$ cat config.mk
export PLATFORM = sky130hd
export DESIGN_NAME = frc_dither_packer_unit_flat
export DESIGN_NICKNAME = d
export VERILOG_FILES = /design/src/hdl/frc_dp_pkg.sv /design/src/hdl/frc_dp_if.sv /design/src/hdl/frc_dither_packer_unit.sv /design/src/hdl/frc_dp_regs.sv /design/src/hdl/frc_dp_front.sv /design/src/hdl/frc_dp_queue.sv /design/src/flat_wrapper.sv
export VERILOG_INCLUDE_DIRS = /design/src /design/src/hdl
export SDC_FILE = /design/constraint.sdc
export NUM_CORES = 1
export LEC_CHECK = 0
export ABC_CLOCK_PERIOD_IN_PS = 4800
export CAP_MARGIN = 20
export CORE_MARGIN = 2
export CORE_UTILIZATION = 35
export CTS_CLUSTER_SIZE = 10
export DETAILED_ROUTE_END_ITERATION = 8
export DONT_BUFFER_PORTS = 1
export SYNTH_ARGS = -nofsm -noshare
export SYNTH_HDL_FRONTEND = slang
export SYNTH_HIERARCHICAL = 1
export SYNTH_SLANG_ARGS = --single-unit
$ cat constraint.sdc
create_clock -name i_clk -period 4.8 [get_ports i_clk]
set_input_delay 0.72 -clock i_clk [delete_from_list [all_inputs] [get_ports i_clk]]
set_output_delay 0.72 -clock i_clk [all_outputs]
set_load 0.01 [all_outputs]
$ cat src/hdl/frc_dither_packer_unit_defines.svh
// ----------------------------------------------------------------------------
// FRC dither packer assertion macros
// Concurrent assertion wrappers, compiled out with NO_ASSERTIONS.
// ----------------------------------------------------------------------------
`ifndef FRC_DITHER_PACKER_UNIT_DEFINES_SVH
`define FRC_DITHER_PACKER_UNIT_DEFINES_SVH

`ifndef NO_ASSERTIONS
`define FRC_ASSERT_SAME(label, clk, rst_n, ante, cons) \
    label: assert property (@(posedge clk) disable iff (!rst_n) (ante) |-> (cons)) \
        else $error("frc assertion failed");
`define FRC_ASSERT_NEXT(label, clk, rst_n, ante, cons) \
    label: assert property (@(posedge clk) disable iff (!rst_n) (ante) |=> (cons)) \
        else $error("frc assertion failed");
`else
`define FRC_ASSERT_SAME(label, clk, rst_n, ante, cons)
`define FRC_ASSERT_NEXT(label, clk, rst_n, ante, cons)
`endif

`endif

$ cat src/hdl/frc_dp_pkg.sv
// ----------------------------------------------------------------------------
// FRC dither packer package
// Shared types, constants and helper functions.
// ----------------------------------------------------------------------------
package frc_dp_pkg;

    localparam int BYTES_PER_PACKET  = 60;
    localparam int PACKETS_PER_FRAME = 160;

    localparam logic [5:0] LAST_BYTE   = 6'(BYTES_PER_PACKET - 1);
    localparam logic [7:0] LAST_PACKET = 8'(PACKETS_PER_FRAME - 1);
    localparam logic [2:0] LAST_BIT    = 3'd7;

    localparam logic [31:0] SEED_RESET  = 32'h0123_5678;
    localparam logic [3:0]  PHASE_RESET = 4'h0;
    localparam logic [15:0] PAT7_RESET  = 16'h5554;
    localparam logic [15:0] PAT13_RESET = 16'hF777;

    localparam logic [3:0] LEVEL_SEVEN    = 4'd7;
    localparam logic [3:0] LEVEL_THIRTEEN = 4'd13;

    localparam int QDEPTH = 2;

    localparam int APB_AW = 4;

    typedef enum logic [1:0] {
        REG_SEED  = 2'd0,
        REG_PHASE = 2'd1,
        REG_PAT7  = 2'd2,
        REG_PAT13 = 2'd3
    } t_reg_idx;

    localparam logic [15:0] DITHER_PATTERNS [16] = '{
        16'h0000, 16'h0001, 16'h0101, 16'h0421,
        16'h1111, 16'h2491, 16'h5252, 16'h0000,
        16'h5555, 16'h56AB, 16'h5B5B, 16'h76DB,
        16'h7777, 16'h0000, 16'hFEFF, 16'hFFFF
    };

    typedef struct packed {
        logic [31:0] prng_seed;
        logic [3:0]  frame_phase;
        logic [15:0] pattern_level_seven;
        logic [15:0] pattern_level_thirteen;
    } t_cfg;

    typedef struct packed {
        logic [7:0] out_byte;
        logic       is_header;
        logic       last_of_packet;
        logic       last_of_frame;
    } t_result;

    function automatic logic [31:0] xorshift32(input logic [31:0] s);
        logic [31:0] x;
        x = s;
        x = x ^ (x << 13);
        x = x ^ (x >> 17);
        x = x ^ (x << 5);
        return x;
    endfunction

    function automatic logic [15:0] level_pattern(input logic [3:0] level,
                                                  input t_cfg cfg);
        logic [15:0] p;
        p = DITHER_PATTERNS[level];
        if (level == LEVEL_SEVEN) p = cfg.pattern_level_seven;
        if (level == LEVEL_THIRTEEN) p = cfg.pattern_level_thirteen;
        return p;
    endfunction

endpackage

$ cat src/hdl/frc_dp_if.sv
// ----------------------------------------------------------------------------
// FRC dither packer stream interfaces
// Pixel input channel and packed byte output channel.
// ----------------------------------------------------------------------------
interface frc_pix_if;
    logic       valid;
    logic       ready;
    logic [7:0] pixel;
    logic       start_frame;

    modport source (output valid, output pixel, output start_frame, input ready);
    modport sink   (input valid, input pixel, input start_frame, output ready);
endinterface

interface frc_byte_if;
    logic       valid;
    logic       ready;
    logic [7:0] out_byte;
    logic       is_header;
    logic       last_of_packet;
    logic       last_of_frame;

    modport source (output valid, output out_byte, output is_header,
                    output last_of_packet, output last_of_frame, input ready);
    modport sink   (input valid, input out_byte, input is_header,
                    input last_of_packet, input last_of_frame, output ready);
endinterface

$ cat src/hdl/frc_dither_packer_unit.sv
// ----------------------------------------------------------------------------
// FRC dither packer top level
// Temporal dithering of 8-bit gray pixels into a packed 1-bit packet stream.
// ----------------------------------------------------------------------------
// One pixel is taken per clock cycle. The front end steps the xorshift
// generator and packs the dither bit in the cycle the pixel transfer
// happens; a header or data byte enters a two-entry result queue and is
// offered on the output from its entry. Sustained rate is one pixel per
// cycle while the output side keeps up; the input stalls only when both
// queue entries hold untaken bytes. Configuration writes are picked up by
// the next pixel; a new seed loads at the next frame start.
module frc_dither_packer_unit (
    input  logic                           i_clk,
    input  logic                           i_rst_n,
    frc_pix_if.sink                        i_pix,
    frc_byte_if.source                     o_byte,
    input  logic                           psel,
    input  logic                           penable,
    input  logic                           pwrite,
    input  logic [frc_dp_pkg::APB_AW-1:0]  paddr,
    input  logic [31:0]                    pwdata,
    output logic [31:0]                    prdata,
    output logic                           pready
);

    frc_dp_pkg::t_cfg    w_cfg;
    frc_dp_pkg::t_result w_push_data;
    logic                w_push;
    logic                w_q_ready;

    frc_dp_regs u_regs (
        .i_clk   (i_clk),
        .i_rst_n (i_rst_n),
        .psel    (psel),
        .penable (penable),
        .pwrite  (pwrite),
        .paddr   (paddr),
        .pwdata  (pwdata),
        .prdata  (prdata),
        .pready  (pready),
        .o_cfg   (w_cfg)
    );

    frc_dp_front u_front (
        .i_clk       (i_clk),
        .i_rst_n     (i_rst_n),
        .i_cfg       (w_cfg),
        .i_pix       (i_pix),
        .i_q_ready   (w_q_ready),
        .o_push      (w_push),
        .o_push_data (w_push_data)
    );

    frc_dp_queue u_queue (
        .i_clk       (i_clk),
        .i_rst_n     (i_rst_n),
        .i_push      (w_push),
        .i_push_data (w_push_data),
        .o_ready     (w_q_ready),
        .o_byte      (o_byte)
    );

endmodule

$ cat src/hdl/frc_dp_regs.sv
// ----------------------------------------------------------------------------
// FRC dither packer configuration registers
// APB-style register file: seed, frame phase and two dither patterns.
// ----------------------------------------------------------------------------
module frc_dp_regs (
    input  logic                           i_clk,
    input  logic                           i_rst_n,
    input  logic                           psel,
    input  logic                           penable,
    input  logic                           pwrite,
    input  logic [frc_dp_pkg::APB_AW-1:0]  paddr,
    input  logic [31:0]                    pwdata,
    output logic [31:0]                    prdata,
    output logic                           pready,
    output frc_dp_pkg::t_cfg               o_cfg
);

    frc_dp_pkg::t_cfg     r_cfg;
    frc_dp_pkg::t_reg_idx w_idx;
    logic                 w_wr;

    assign w_idx  = frc_dp_pkg::t_reg_idx'(paddr[3:2]);
    assign w_wr   = psel & penable & pwrite;
    assign pready = 1'b1;
    assign o_cfg  = r_cfg;

    always_ff @(posedge i_clk) begin
        if (!i_rst_n) begin
            r_cfg.prng_seed              <= frc_dp_pkg::SEED_RESET;
            r_cfg.frame_phase            <= frc_dp_pkg::PHASE_RESET;
            r_cfg.pattern_level_seven    <= frc_dp_pkg::PAT7_RESET;
            r_cfg.pattern_level_thirteen <= frc_dp_pkg::PAT13_RESET;
        end else if (w_wr) begin
            case (w_idx)
                frc_dp_pkg::REG_SEED:  r_cfg.prng_seed              <= pwdata;
                frc_dp_pkg::REG_PHASE: r_cfg.frame_phase            <= pwdata[3:0];
                frc_dp_pkg::REG_PAT7:  r_cfg.pattern_level_seven    <= pwdata[15:0];
                frc_dp_pkg::REG_PAT13: r_cfg.pattern_level_thirteen <= pwdata[15:0];
                default: ;
            endcase
        end
    end

    always_comb begin
        case (w_idx)
            frc_dp_pkg::REG_SEED:  prdata = r_cfg.prng_seed;
            frc_dp_pkg::REG_PHASE: prdata = {28'd0, r_cfg.frame_phase};
            frc_dp_pkg::REG_PAT7:  prdata = {16'd0, r_cfg.pattern_level_seven};
            frc_dp_pkg::REG_PAT13: prdata = {16'd0, r_cfg.pattern_level_thirteen};
            default:               prdata = 32'd0;
        endcase
    end

endmodule

$ cat src/hdl/frc_dp_front.sv
// ----------------------------------------------------------------------------
// FRC dither packer front end
// Accepts pixels, steps the generator, packs dither bits and classifies
// each pixel as header, data byte or no result.
// ----------------------------------------------------------------------------
module frc_dp_front (
    input  logic                  i_clk,
    input  logic                  i_rst_n,
    input  frc_dp_pkg::t_cfg      i_cfg,
    frc_pix_if.sink               i_pix,
    input  logic                  i_q_ready,
    output logic                  o_push,
    output frc_dp_pkg::t_result   o_push_data
);

    logic [31:0] r_prng,  n_prng;
    logic [6:0]  r_acc,   n_acc;
    logic [2:0]  r_bitc,  n_bitc;
    logic [5:0]  r_bytec, n_bytec;
    logic [7:0]  r_pktc,  n_pktc;

    logic [31:0] w_prng;
    logic [6:0]  w_acc;
    logic [2:0]  w_bitc;
    logic [5:0]  w_bytec;
    logic [7:0]  w_pktc;
    logic [31:0] w_x;
    logic [15:0] w_pat;
    logic [3:0]  w_sel;
    logic        w_bit;
    logic        w_header;
    logic        w_done;
    logic        w_pkt_end;
    logic        w_frm_end;
    logic        w_accept;

    assign i_pix.ready = i_q_ready;
    assign w_accept    = i_pix.valid & i_q_ready;

    always_comb begin
        if (i_pix.start_frame) begin
            w_prng  = i_cfg.prng_seed;
            w_acc   = 7'd0;
            w_bitc  = 3'd0;
            w_bytec = 6'd0;
            w_pktc  = 8'd0;
        end else begin
            w_prng  = r_prng;
            w_acc   = r_acc;
            w_bitc  = r_bitc;
            w_bytec = r_bytec;
            w_pktc  = r_pktc;
        end

        w_x       = frc_dp_pkg::xorshift32(w_prng);
        w_pat     = frc_dp_pkg::level_pattern(i_pix.pixel[7:4], i_cfg);
        w_sel     = i_cfg.frame_phase + w_x[3:0];
        w_bit     = w_pat[w_sel];
        w_header  = (w_bitc == 3'd0) && (w_bytec == 6'd0);
        w_done    = (w_bitc == frc_dp_pkg::LAST_BIT);
        w_pkt_end = (w_bytec >= frc_dp_pkg::LAST_BYTE);
        w_frm_end = w_pkt_end && (w_pktc >= frc_dp_pkg::LAST_PACKET);

        n_prng  = w_x;
        n_acc   = {w_acc[5:0], w_bit};
        n_bitc  = w_bitc + 3'd1;
        n_bytec = w_bytec;
        n_pktc  = w_pktc;
        if (w_done) begin
            n_acc  = 7'd0;
            n_bitc = 3'd0;
            if (w_frm_end) begin
                n_prng  = i_cfg.prng_seed;
                n_bytec = 6'd0;
                n_pktc  = 8'd0;
            end else if (w_pkt_end) begin
                n_bytec = 6'd0;
                n_pktc  = w_pktc + 8'd1;
            end else begin
                n_bytec = w_bytec + 6'd1;
            end
        end

        if (w_header) begin
            o_push_data = '{out_byte: w_pktc, is_header: 1'b1,
                            last_of_packet: 1'b0, last_of_frame: 1'b0};
        end else begin
            o_push_data = '{out_byte: {w_acc, w_bit}, is_header: 1'b0,
                            last_of_packet: w_pkt_end, last_of_frame: w_frm_end};
        end
        o_push = w_accept & (w_header | w_done);
    end

    always_ff @(posedge i_clk) begin
        if (!i_rst_n) begin
            r_prng  <= frc_dp_pkg::SEED_RESET;
            r_acc   <= 7'd0;
            r_bitc  <= 3'd0;
            r_bytec <= 6'd0;
            r_pktc  <= 8'd0;
        end else if (w_accept) begin
            r_prng  <= n_prng;
            r_acc   <= n_acc;
            r_bitc  <= n_bitc;
            r_bytec <= n_bytec;
            r_pktc  <= n_pktc;
        end
    end

endmodule

$ cat src/hdl/frc_dp_queue.sv
// ----------------------------------------------------------------------------
// FRC dither packer result queue
// Short register queue that drives the byte output channel.
// ----------------------------------------------------------------------------
`include "frc_dither_packer_unit_defines.svh"

module frc_dp_queue (
    input  logic                  i_clk,
    input  logic                  i_rst_n,
    input  logic                  i_push,
    input  frc_dp_pkg::t_result   i_push_data,
    output logic                  o_ready,
    frc_byte_if.source            o_byte
);

    localparam int PW = $clog2(frc_dp_pkg::QDEPTH);
    localparam int CW = $clog2(frc_dp_pkg::QDEPTH + 1);
    localparam logic [CW-1:0] FULL = CW'(frc_dp_pkg::QDEPTH);
    localparam logic [PW-1:0] LAST = PW'(frc_dp_pkg::QDEPTH - 1);

    frc_dp_pkg::t_result r_mem [frc_dp_pkg::QDEPTH];
    logic [PW-1:0]       r_wptr, r_rptr;
    logic [CW-1:0]       r_count;
    logic                w_pop;
    frc_dp_pkg::t_result w_head;

    assign o_ready = (r_count != FULL);
    assign w_pop   = o_byte.valid & o_byte.ready;
    assign w_head  = r_mem[r_rptr];

    assign o_byte.valid          = (r_count != '0);
    assign o_byte.out_byte       = w_head.out_byte;
    assign o_byte.is_header      = w_head.is_header;
    assign o_byte.last_of_packet = w_head.last_of_packet;
    assign o_byte.last_of_frame  = w_head.last_of_frame;

    always_ff @(posedge i_clk) begin
        if (i_push) begin
            r_mem[r_wptr] <= i_push_data;
        end
    end

    always_ff @(posedge i_clk) begin
        if (!i_rst_n) begin
            r_wptr  <= '0;
            r_rptr  <= '0;
            r_count <= '0;
        end else begin
            if (i_push) begin
                r_wptr <= (r_wptr == LAST) ? '0 : r_wptr + PW'(1);
            end
            if (w_pop) begin
                r_rptr <= (r_rptr == LAST) ? '0 : r_rptr + PW'(1);
            end
            r_count <= r_count + CW'(i_push) - CW'(w_pop);
        end
    end

    `FRC_ASSERT_SAME(a_no_overflow, i_clk, i_rst_n, i_push, r_count != FULL)
    `FRC_ASSERT_SAME(a_count_bound, i_clk, i_rst_n, 1'b1, r_count <= FULL)
    `FRC_ASSERT_NEXT(a_drain_last, i_clk, i_rst_n, (r_count == CW'(1)) && w_pop && !i_push, !o_byte.valid)
    `FRC_ASSERT_NEXT(a_push_shows, i_clk, i_rst_n, i_push, o_byte.valid)

endmodule

$ cat src/flat_wrapper.sv
// flat-port wrapper written by rule: the top's interface ports become plain ports
module frc_dither_packer_unit_flat 
  (i_clk, i_rst_n, psel, penable, pwrite, paddr, pwdata, prdata, pready, i_pix_valid, i_pix_pixel, i_pix_start_frame, i_pix_ready, o_byte_valid, o_byte_out_byte, o_byte_is_header, o_byte_last_of_packet, o_byte_last_of_frame, o_byte_ready);
  frc_pix_if i_pix_i ();
  frc_byte_if o_byte_i ();
  input  logic i_clk;
  input  logic i_rst_n;
  input  logic psel;
  input  logic penable;
  input  logic pwrite;
  input  logic [frc_dp_pkg::APB_AW-1:0] paddr;
  input  logic [31:0] pwdata;
  output logic [31:0] prdata;
  output logic pready;
  input wire logic [$bits(i_pix_i.valid)-1:0] i_pix_valid;
  input wire logic [$bits(i_pix_i.pixel)-1:0] i_pix_pixel;
  input wire logic [$bits(i_pix_i.start_frame)-1:0] i_pix_start_frame;
  output wire logic [$bits(i_pix_i.ready)-1:0] i_pix_ready;
  output wire logic [$bits(o_byte_i.valid)-1:0] o_byte_valid;
  output wire logic [$bits(o_byte_i.out_byte)-1:0] o_byte_out_byte;
  output wire logic [$bits(o_byte_i.is_header)-1:0] o_byte_is_header;
  output wire logic [$bits(o_byte_i.last_of_packet)-1:0] o_byte_last_of_packet;
  output wire logic [$bits(o_byte_i.last_of_frame)-1:0] o_byte_last_of_frame;
  input wire logic [$bits(o_byte_i.ready)-1:0] o_byte_ready;
  assign i_pix_i.valid = i_pix_valid;
  assign i_pix_i.pixel = i_pix_pixel;
  assign i_pix_i.start_frame = i_pix_start_frame;
  assign i_pix_ready = i_pix_i.ready;
  assign o_byte_valid = o_byte_i.valid;
  assign o_byte_out_byte = o_byte_i.out_byte;
  assign o_byte_is_header = o_byte_i.is_header;
  assign o_byte_last_of_packet = o_byte_i.last_of_packet;
  assign o_byte_last_of_frame = o_byte_i.last_of_frame;
  assign o_byte_i.ready = o_byte_ready;
  frc_dither_packer_unit u_core (.i_clk(i_clk), .i_rst_n(i_rst_n), .i_pix(i_pix_i), .o_byte(o_byte_i), .psel(psel), .penable(penable), .pwrite(pwrite), .paddr(paddr), .pwdata(pwdata), .prdata(prdata), .pready(pready));
endmodule
==> metrics.cfg, run 1 <==
[run_status]
status=completed

[placement]
port_buffers=0
gp_congestion=0.898
hpwl_mm=17.3

[power_and_ir_drop]
cellInternalPower_w=0.00275
power_switching_w=0.00148
cellPowerDensity_nw_per_um2=412
comb_power_share_pct=30.9
clkPwrFrac_pct=32.8
total_power_w=0.00423
switching_share_pct=34.9
static-leakage-power_nw=4.18
worst_ir_drop_vdd_mv=0.230
power.sequential.fraction_pct=36.4

[routing]
initialDrtViolationCount=478
remaining_drcs=0
dr_total_vias=7489
antenna_viol_nets_final=0
dr.pass1.iters=5
post_detailed_routing_wire_length_mm=25.6
route.detailed.wl_per_inst_um=18.5
via_per_inst=5.41

[worst_hold_path]
hp-class=primary input to register

[sta]
min_period_over_period_pct=79.3
setup_repair_after_global_routing_missed_its_margin=false
max_slew_margin_pct=37.9
whs_ns=0.402
fmax_mhz=263
setup_viol_count_final=0
fin_worst_skew_ns=0.0128
layout_min_cycle_time_ns=3.81
final_hold_violation_count=0
sum_neg_setup_slack_ns=0
slew_viol_final=0
max_slew.worst_pin.slew_ns=0.929

[logic_synthesis]
netlist_area_pre_place_um2=9490
postSynth.topFlopCell=sky130_fd_sc_hd__dfxtp_1
postSynthAreaPerCell_um2=8.81
synth_edf_count=22
synth_fp_nets=1147
yosys_reg_bits=151
yosys.cell_types.count=77
synth_seq_area_share_pct=34.2
synth_async_sr_flop_share_pct=0
postSynthCellCount=1077
synth_warnings=6

[finish]
synthToLayoutAreaGrowth_pct=8.41
finalNetCount=1100
share_of_layout_cells_above_drive_strength_1_pct=7.57
num_antenna_cells=0

[die]
num_io_pins=98
placementRows=60
core_region_area_um2=26800
die_width_um=169
initial_util_pct=35.4
die-area_um2=28400
chipHeight_um=169

[clock_network]
cts-hold-fix-buffers=0
cts_htree_levels=4
worstSkewPairLatency_ns=0.44
cts-resized-gates=0
master_cell_of_the_clock_root_buffer=sky130_fd_sc_hd__clkbuf_16
cts_post_setup_buffers_inserted=0
clockBufferDepth=2
tritoncts=done
tritoncts_num_sinks=151
clock_transition_at_path_regs_ns=0.08
numCtsBuffers=17

[setup_path]
crit_fanout=19
most_frequent_cell_on_the_critical_path=sky130_fd_sc_hd__xor2_1
critPathLaunchType=register
setup_crit_end_kind=register
worst_ep_arrival_time_ns=3.96
cp_data_required_time_ns=4.95
critical_path.cell_chain=xor2_1, mux2i_1, xor2_1, ha_1, mux2_2, a311o_1, nand3_1, o311ai_0, a311oi_1, o31ai_1
classification_of_the_worst_setup_path=register to register
worst_path_largest_cell_delay_ns=0.71
timing.critical_path.slowest_stage_cell=sky130_fd_sc_hd__ha_1

[global_routing]
vias_in_the_first_global_route=7079
grt_start_max_net_pins=159
global_route_total_overflow=0
grt_pass1_wl_mm=40.3
antenna_found_initial=0
grt_util_all_layers_pct=18.1

[job]
max_cap_viols=0

-- power by group through the flow --
stage / Clock, W / Sequential (W) / Combinational (W)
global placement: 0 / 0.00157 / 0.00128
CTS: 0.00141 / 0.00154 / 0.00131
global route: 0.00147 / 0.00156 / 0.00145
detailed placement: 0 / 0.00157 / 0.00130
finish: 0.00139 / 0.00154 / 0.00131
floorplan: 0 / 0.00152 / 0.00111
-- stage by stage --
stage               utilization (%)  setup slack (ns)  instance area, µm²  instances
detailed placement             36.0             0.650                9650       1351
floorplan                         -             0.961                9490       1077
CTS                            38.3              1.05               10300       1383
global placement               36.0             0.712                9640       1350
global route                   38.4             0.824               10300       1384
finish                         38.4             0.994               10300       1384
-- registers in the layout (all words and copies together) (netlist names), named ones only --
register / count
u_core/u_front/r_prng: 32
u_core/u_queue/r_wptr: 1
u_core/u_front/r_acc: 7
u_core/u_queue/r_count: 2
u_core/u_queue/r_mem: 22
u_core/u_front/r_bitc: 3
u_core/u_front/r_pktc: 8
u_core/u_queue/r_rptr: 1
u_core/u_front/r_bytec: 6
u_core/u_regs/o_cfg: 68
-- cells in the mapped netlist, types with 12 or more instances --
cell                       instances  area share (%)
sky130_fd_sc_hd__nand2_1         138             5.5
sky130_fd_sc_hd__clkbuf_1         47             1.9
sky130_fd_sc_hd__edfxtp_1         22             7.0
sky130_fd_sc_hd__nor2_1           42             1.7
sky130_fd_sc_hd__o21ai_0          81             4.3
sky130_fd_sc_hd__mux2i_1         105              11
sky130_fd_sc_hd__nand2b_1         14            0.92
sky130_fd_sc_hd__ha_1             17             2.2
sky130_fd_sc_hd__nor3_1           15            0.79
sky130_fd_sc_hd__buf_2            23             1.2
sky130_fd_sc_hd__and2_1           24             1.6
sky130_fd_sc_hd__nor2b_1          32             2.1
sky130_fd_sc_hd__o211ai_1         29             2.3
sky130_fd_sc_hd__xnor3_1          14             3.3
sky130_fd_sc_hd__mux2_2           15             1.8
sky130_fd_sc_hd__nand3_1          20             1.1
sky130_fd_sc_hd__dfxtp_1         129              27
sky130_fd_sc_hd__and3_1           13            0.86
sky130_fd_sc_hd__inv_1            42             1.7
sky130_fd_sc_hd__xnor2_1          46             4.2
sky130_fd_sc_hd__xor2_1           32             3.0
sky130_fd_sc_hd__a31oi_1          12            0.79
sky130_fd_sc_hd__a21oi_1          33             1.7
-- logic make-up (layout without fill, tap and decap cells) --
family / Yosys count / after routing / share of synthesized area (%)
adders and majority gates: 18 / 18 / 2.45
DFF: 151 / 151 / 34.2
other: 1 / 1 / 0.0395
xor gates and xnor gates: 92 / 92 / 10.5
AOI/OAI and AO/OA: 228 / 228 / 15.4
muxes: 125 / 125 / 14.0
buffers and inverters: 124 / 90 / 5.67
and+or+nand+nor: 338 / 338 / 17.6
-- final cells by class --
class,instances,area [µm²]
Fill cell,2667,16500
Clock buffer,17,425
Timing Repair Buffer,14,113
Tap cell,341,427
Clock inverter,15,194
Multi-Input combinational cell,802,5720
Sequential cell,151,3240
Inverter,44,168
-- critical path, delay by kind of cell, from the launching register on --
family / cells / cell delay, ns
AO/OA/AOI/OAI: 4 / 1.29
adder cells (fa/ha/maj): 1 / 0.71
flip-flops: 1 / 0.53
multiplexers: 2 / 0.51
XOR/XNOR: 2 / 0.39
AND/OR/NAND/NOR: 1 / 0.09
-- metal layers --
metal	routed length [µm]	vias to the layer above	global-route usage [%]	share of wire (%)
met5	0	-	0	0
met4	346	0	4.87	1.4
met3	1240	24	3.93	4.8
met2	12500	157	30.9	49
met1	11500	3613	23.3	45
li1	-	3695	-	-
-- final timing paths --
| path | start | slack [ns] | depth (start not counted) | end |
|---|---|---|---|---|
| setup / recovery | u_core/u_regs/o_cfg[40] | 0.99 | 10 | u_core/u_queue/r_mem[0][3] |
| setup reg to reg | u_core/u_regs/o_cfg[40] | 0.99 | 10 | u_core/u_queue/r_mem[0][3] |
| hold reg to reg | u_core/u_front/r_bitc[1] | 0.46 | 2 | u_core/u_front/r_bitc[1] |
| hold / removal | i_rst_n | 0.40 | 1 | u_core/u_front/r_prng[14] |
-- layout by cell type (no fill, tap or decap), types with 29 or more instances in the layout --
cell / count
sky130_fd_sc_hd__dfxtp_1: 129
sky130_fd_sc_hd__o211ai_1: 29
sky130_fd_sc_hd__nor2b_1: 32
sky130_fd_sc_hd__xnor2_1: 46
sky130_fd_sc_hd__xor2_1: 32
sky130_fd_sc_hd__mux2i_1: 105
sky130_fd_sc_hd__o21ai_0: 81
sky130_fd_sc_hd__a21oi_1: 33
sky130_fd_sc_hd__nand2_1: 137
sky130_fd_sc_hd__inv_1: 42
sky130_fd_sc_hd__nor2_1: 41
Note: power is estimated with default switching activity, not from simulation.
==> inputs of run 2 (changes only) <==
ABC_CLOCK_PERIOD_IN_PS = 3300   (was 4800)
clock period = 3.3 ns   (was 4.8 ns; I/O delays follow)
==> metrics.cfg, run 2 (synthesis gave the netlist of run 1 again) <==
[setup_path]
critPathLaunchType=register
classification_of_the_worst_setup_path=register to register
crit_fanout=4  ; -15
setup_crit_end_kind=register
cp_data_required_time_ns=3.46  ; -1.49 ns
worst_ep_arrival_time_ns=3.29  ; -0.67 ns

[finish]
layout.cells.most_common_list=sky130_fd_sc_hd__nand2_1 (136), sky130_fd_sc_hd__dfxtp_1 (126), sky130_fd_sc_hd__mux2i_1 (104), sky130_fd_sc_hd__o21ai_0 (81), sky130_fd_sc_hd__buf_4 (48)
multi_input_area_um2=5810  ; +1.7%
synthToLayoutAreaGrowth_pct=12.0
num_antenna_cells=0  ; unchanged
finalNonFillerCells=1420  ; +2.6%
count_of_filler_cells_inserted_in_the_layout=2655  ; -0.45%
share_of_layout_cells_above_drive_strength_1_pct=12.0  ; +4.5 points
final_common_cell=sky130_fd_sc_hd__nand2_1
layout.core_utilization_pct=39.7  ; +1.3 points
seq_area_um2=3250  ; +0.12%
finalNetCount=1136  ; +3.3%
postLayoutCellArea_um2=10600  ; +3.3%
largest_register_ffs=68  ; unchanged

[placement]
numPlacedInstances=1387  ; +2.7%
placed_standard_cell_area_um2=9950  ; +3.1%
hpwl_mm=18.4  ; +6.2%
gp_congestion=0.933  ; +3.9%
port_buffers=0  ; unchanged

[routing]
post_detailed_routing_wire_length_mm=26.5  ; +3.3%
dr.pass1.iters=5  ; unchanged
initialDrtViolationCount=534  ; +12%
antenna_viol_nets_final=0  ; unchanged
route.detailed.wl_per_inst_um=18.6  ; +0.67%
via_per_inst=5.47  ; +1.0%
dr_total_vias=7764  ; +3.7%
remaining_drcs=0  ; unchanged

[clock_network]
cts-hold-fix-buffers=0  ; unchanged
worstSkewPairLatency_ns=0.43  ; about the same
cts_htree_levels=4  ; unchanged
clockBufferDepth=2  ; unchanged
master_cell_of_the_clock_root_buffer=sky130_fd_sc_hd__clkbuf_16
tritoncts_num_sinks=151  ; unchanged
clock_transition_at_path_regs_ns=0.07  ; about the same
tritoncts=done
numCtsBuffers=17  ; unchanged

[run_status]
status=completed

[worst_hold_path]
hp-class=primary input to register

[die]
die-area_um2=28400  ; unchanged
die_width_um=169  ; unchanged
placementRows=60  ; unchanged
num_io_pins=98  ; unchanged
chipHeight_um=169  ; unchanged
core_region_area_um2=26800  ; unchanged
initial_util_pct=35.4  ; unchanged

[job]
max_cap_viols=0  ; unchanged

[global_routing]
grt_start_max_net_pins=159  ; unchanged
grt_pass1_wl_mm=41.6  ; +3.1%
global_route_total_overflow=0  ; unchanged
antenna_found_initial=1  ; +1
vias_in_the_first_global_route=7287  ; +2.9%
grt_util_all_layers_pct=18.6  ; +0.52 points

[sta]
max_slew.worst_pin.slew_ns=1.09  ; +0.161 ns
layout_min_cycle_time_ns=3.13  ; -0.676 ns
setup_viol_count_final=0  ; unchanged
fin_worst_skew_ns=0.0117  ; -0.00111 ns
min_period_over_period_pct=94.9  ; +16 points
sum_neg_setup_slack_ns=0  ; unchanged
max_slew_margin_pct=27.0  ; -11 points
final_hold_violation_count=0  ; unchanged
whs_ns=0.207  ; -0.196 ns
fmax_mhz=319  ; +22%
slew_viol_final=0  ; unchanged

[power_and_ir_drop]
cellPowerDensity_nw_per_um2=598  ; +45%
worst_ir_drop_vdd_mv=0.376  ; +63%
static-leakage-power_nw=4.36  ; +4.4%

[run 2: timing repair]
item / in CTS / in global routing
gates resized for setup: 3 / 16
endpoints found under the hold margin: 0 / 0
buffers inserted: 0 / 1
pin swaps: 0 / 5
endpoints found under the setup margin: 2 / 3
cloned: 0 / 0
[run 2: power breakdown]
group          switching [W]  internal, W  total [W]  leakage [nW]
sequential          0.000183      0.00206    0.00224          1.26
clock               0.000878      0.00107    0.00195         0.285
combinational        0.00109      0.00108    0.00216          2.82
total                0.00215      0.00421    0.00636          4.36
[run 2: metal layers]
layer / vias to the layer above / track usage (%) / routed length (µm)
li1: 3766 / - / -
met1: 3707 / 24.7 / 11800
met2: 248 / 29.6 / 12000
met3: 41 / 4.37 / 1840
met4: 2 / 6.82 / 727
met5: - / 0 / 13
[run 2: final cells by class]
type	count	share of cell area, %
Multi-Input combinational cell	802	54.7
Sequential cell	151	30.5
Tap cell	341	4.01
Clock buffer	17	4.00
Timing Repair Buffer	50	3.68
Inverter	44	1.58
Clock inverter	15	1.47
[run 2: path summary, 6_finish.rpt]
path,start,end,slack [ns],depth (start not counted)
setup / recovery,u_core/u_front/r_prng[18],u_core/u_queue/r_mem[1][3],0.17,13
hold / removal,pwdata[23],u_core/u_regs/o_cfg[59],0.21,2
setup reg to reg,u_core/u_front/r_prng[18],u_core/u_queue/r_mem[1][3],0.17,13
hold reg to reg,u_core/u_front/r_bitc[1],u_core/u_front/r_bitc[1],0.47,2
[run 2: stage by stage]
stage	setup WS (ns)	power, W
4_1_cts	0.0837	0.00634
2_1_floorplan	0.0122	0.00386
5_1_grt	-0.0105	0.00671
3_3_place_gp	-0.123	0.00432
6_report	0.170	0.00636
3_5_place_dp	-0.153	0.00434
[run 2: critical path, stage by stage (launching register included)]
cell and delay (ns):
sky130_fd_sc_hd__dfxtp_1 0.36, sky130_fd_sc_hd__xnor2_2 0.16, sky130_fd_sc_hd__mux2i_4 0.19, sky130_fd_sc_hd__xor2_1 0.21, sky130_fd_sc_hd__buf_4 0.18, sky130_fd_sc_hd__inv_1 0.05, sky130_fd_sc_hd__ha_1 0.25, sky130_fd_sc_hd__and3_1 0.18
sky130_fd_sc_hd__or3_1 0.36, sky130_fd_sc_hd__a21o_1 0.20, sky130_fd_sc_hd__and2_1 0.16, sky130_fd_sc_hd__a2111oi_4 0.30, sky130_fd_sc_hd__buf_4 0.20, sky130_fd_sc_hd__o31ai_4 0.05
==> inputs of run 3 (changes only) <==
ABC_CLOCK_PERIOD_IN_PS = 3400   (was 3300)
MAX_ROUTING_LAYER = met4   (was unset)
clock period = 3.4 ns   (was 3.3 ns; I/O delays follow)
==> metrics.cfg, run 3 (synthesis gave the netlist of run 1 again) <==
[run_status]
status=completed

[global_routing]
vias_in_the_first_global_route=7412  ; +1.7%
grt_util_all_layers_pct=19.0  ; +0.37 points
antenna_found_initial=0  ; -1
grt_start_max_net_pins=159  ; unchanged
global_route_total_overflow=0  ; unchanged
grt_pass1_wl_mm=41.2  ; -0.76%

[setup_path]
cp_data_required_time_ns=3.58  ; +0.12 ns
worstSetupEndpoint=u_core/u_queue/r_mem[0][3]
r2r_setup_slack_ns=0.14  ; -0.03 ns
most_frequent_cell_on_the_critical_path=sky130_fd_sc_hd__buf_4
worst_path_largest_cell_delay_ns=0.51  ; +0.15 ns
crit_fanout=4  ; unchanged
critical_path.cell_chain=xor2_1, mux2i_1, xor2_1, buf_4, ha_4, inv_1, fa_2, a211o_1, o21a_1, a2111oi_4, buf_4, o31ai_1, buf_4
worst_ep_arrival_time_ns=3.45  ; +0.16 ns
reg_to_reg_startpoint=u_core/u_front/r_prng[17]
classification_of_the_worst_setup_path=register to register
setup_crit_end_kind=register
critPathLaunchType=register
timing.critical_path.slowest_stage_cell=sky130_fd_sc_hd__fa_2
worst_setup_sp=u_core/u_front/r_prng[17]
worst_reg_to_reg_path_cell_count=13  ; unchanged
r2r_end=u_core/u_queue/r_mem[0][3]

[routing]
via_per_inst=5.36  ; -2.0%
dr.pass1.iters=5  ; unchanged
post_detailed_routing_wire_length_mm=26.1  ; -1.5%
met1_length_mm=11.7  ; -1.3%
met3WireLength_mm=1.76  ; -4.2%
initialDrtViolationCount=453  ; -15%
route.detailed.wl_per_inst_um=18.4  ; -1.4%
dr_total_vias=7600  ; -2.1%
antenna_viol_nets_final=0  ; unchanged
maxUsedRoutingLayer=met4
remaining_drcs=0  ; unchanged
wire_length_on_met2_mm=12.0  ; -0.78%

[sta]
max_slew_margin_pct=38.6  ; +12 points
setup_repair_after_global_routing_missed_its_margin=false
max_slew.worst_pin.slew_ns=0.921  ; -0.169 ns
final_critical_path_setup_slack_ns=0.138  ; -0.0319 ns
fin_worst_skew_ns=0.0142  ; +0.00244 ns
min_period_over_period_pct=95.9  ; +1.1 points
layout_min_cycle_time_ns=3.26  ; +0.132 ns
slew_viol_final=0  ; unchanged
final_hold_violation_count=0  ; unchanged
setup_viol_count_final=0  ; unchanged
fmax_mhz=307  ; -4.0%

[finish]
synthToLayoutAreaGrowth_pct=11.9  ; about the same
postLayoutCellArea_um2=10600  ; about the same
finalNetCount=1134  ; -0.18%
seq_area_um2=3250  ; about the same
share_of_layout_cells_above_drive_strength_1_pct=11.4  ; -0.63 points
layout.cells.most_common_list=sky130_fd_sc_hd__nand2_1 (137), sky130_fd_sc_hd__dfxtp_1 (127), sky130_fd_sc_hd__mux2i_1 (104), sky130_fd_sc_hd__o21ai_0 (81)
num_antenna_cells=0  ; unchanged
final_common_cell=sky130_fd_sc_hd__nand2_1
count_of_filler_cells_inserted_in_the_layout=2671  ; +0.60%
largest_register_ffs=68  ; unchanged
finalNonFillerCells=1418  ; -0.14%
multi_input_area_um2=5780  ; -0.52%

[die]
num_io_pins=98  ; unchanged
chipHeight_um=169  ; unchanged
die_width_um=169  ; unchanged
core_region_area_um2=26800  ; unchanged
die-area_um2=28400  ; unchanged
initial_util_pct=35.4  ; unchanged
placementRows=60  ; unchanged

[worst_hold_path]
hp-class=primary input to register

[clock_network]
cts_htree_levels=4  ; unchanged
clock_transition_at_path_regs_ns=0.08  ; about the same
tritoncts_num_sinks=151  ; unchanged
tritoncts=done
clockBufferDepth=2  ; unchanged
cts_post_setup_buffers_inserted=0  ; unchanged
worstSkewPairLatency_ns=0.43  ; about the same
master_cell_of_the_clock_root_buffer=sky130_fd_sc_hd__clkbuf_16
numCtsBuffers=17  ; unchanged

[placement]
numPlacedInstances=1386  ; -0.072%
gp_congestion=0.865  ; -7.3%
hpwl_mm=18.4  ; about the same
post-place-ws_ns=-0.119  ; +0.0342 ns
placed_standard_cell_area_um2=9960  ; about the same
port_buffers=0  ; unchanged

[power_and_ir_drop]
worst_ir_drop_vdd_mv=0.311  ; -17%
total_power_w=0.00620  ; -2.6%
static-leakage-power_nw=4.36  ; about the same
cellPowerDensity_nw_per_um2=583  ; -2.5%

[job]
max_cap_viols=0  ; unchanged

run 3: power breakdown:
group / internal (W) / switching (W) / total, W
Clock: 0.00112 / 0.000862 / 0.00198
Combinational: 0.00103 / 0.00102 / 0.00205
Sequential: 0.00200 / 0.000173 / 0.00217
run 3: worst min path at each step:
| stage | end | start | slack (ns) | cells after the start |
|---|---|---|---|---|
| after floorplan | u_core/u_regs/o_cfg[25] | u_core/u_regs/o_cfg[25] | 0.44 | 2 |
| after global placement | u_core/u_front/r_bitc[1] | u_core/u_front/r_bitc[1] | 0.45 | 2 |
| after detailed placement | u_core/u_front/r_bitc[1] | u_core/u_front/r_bitc[1] | 0.46 | 2 |
| after CTS | u_core/u_front/r_prng[14] | i_rst_n | 0.16 | 1 |
| after global routing | u_core/u_regs/o_cfg[41] | i_rst_n | 0.15 | 1 |
| final | u_core/u_regs/o_cfg[13] | i_rst_n | 0.17 | 1 |
run 3: routing by layer:
layer / GRT usage [%] / vias to the layer above
met2: 29.8 / 232
met3: 4.12 / 34
met5: - / -
li1: - / 3750
met4: 7.05 / 0
met1: 24.1 / 3584
run 3: worst max-delay path, delay by kind of cell, from the launching register on:
| kind | cells | cell delay [ns] |
|---|---|---|
| xor+xnor | 2 | 0.37 |
| fa+ha+maj | 2 | 0.63 |
| flops | 1 | 0.34 |
| compound gates | 4 | 0.87 |
| mux | 1 | 0.24 |
| buf+inv | 4 | 0.56 |
run 3: final cells by class:
type / count / area share (%)
sequential: 151 / 30.6
inverter: 44 / 1.58
multi-input combinational: 802 / 54.5
clock buffer: 17 / 4.01
clock inverter: 15 / 1.72
timing repair buffer: 48 / 3.66
tap: 341 / 4.02
run 3: what timing repair did:
action	in CTS	in global routing
pin swaps	1	4
gates resized for setup	4	8
hold buffers	0	0
setup endpoints to repair	2	2
run 3: metrics by stage:
step / hold slack [ns] / util [%] / setup TNS [ns]
6_report: 0.175 / 39.6 / 0
5_1_grt: 0.153 / 39.6 / 0
4_1_cts: 0.158 / 39.5 / 0
3_5_place_dp: 0.458 / 37.2 / -0.238
3_3_place_gp: 0.451 / 37.2 / -0.208
2_1_floorplan: 0.444 / - / 0
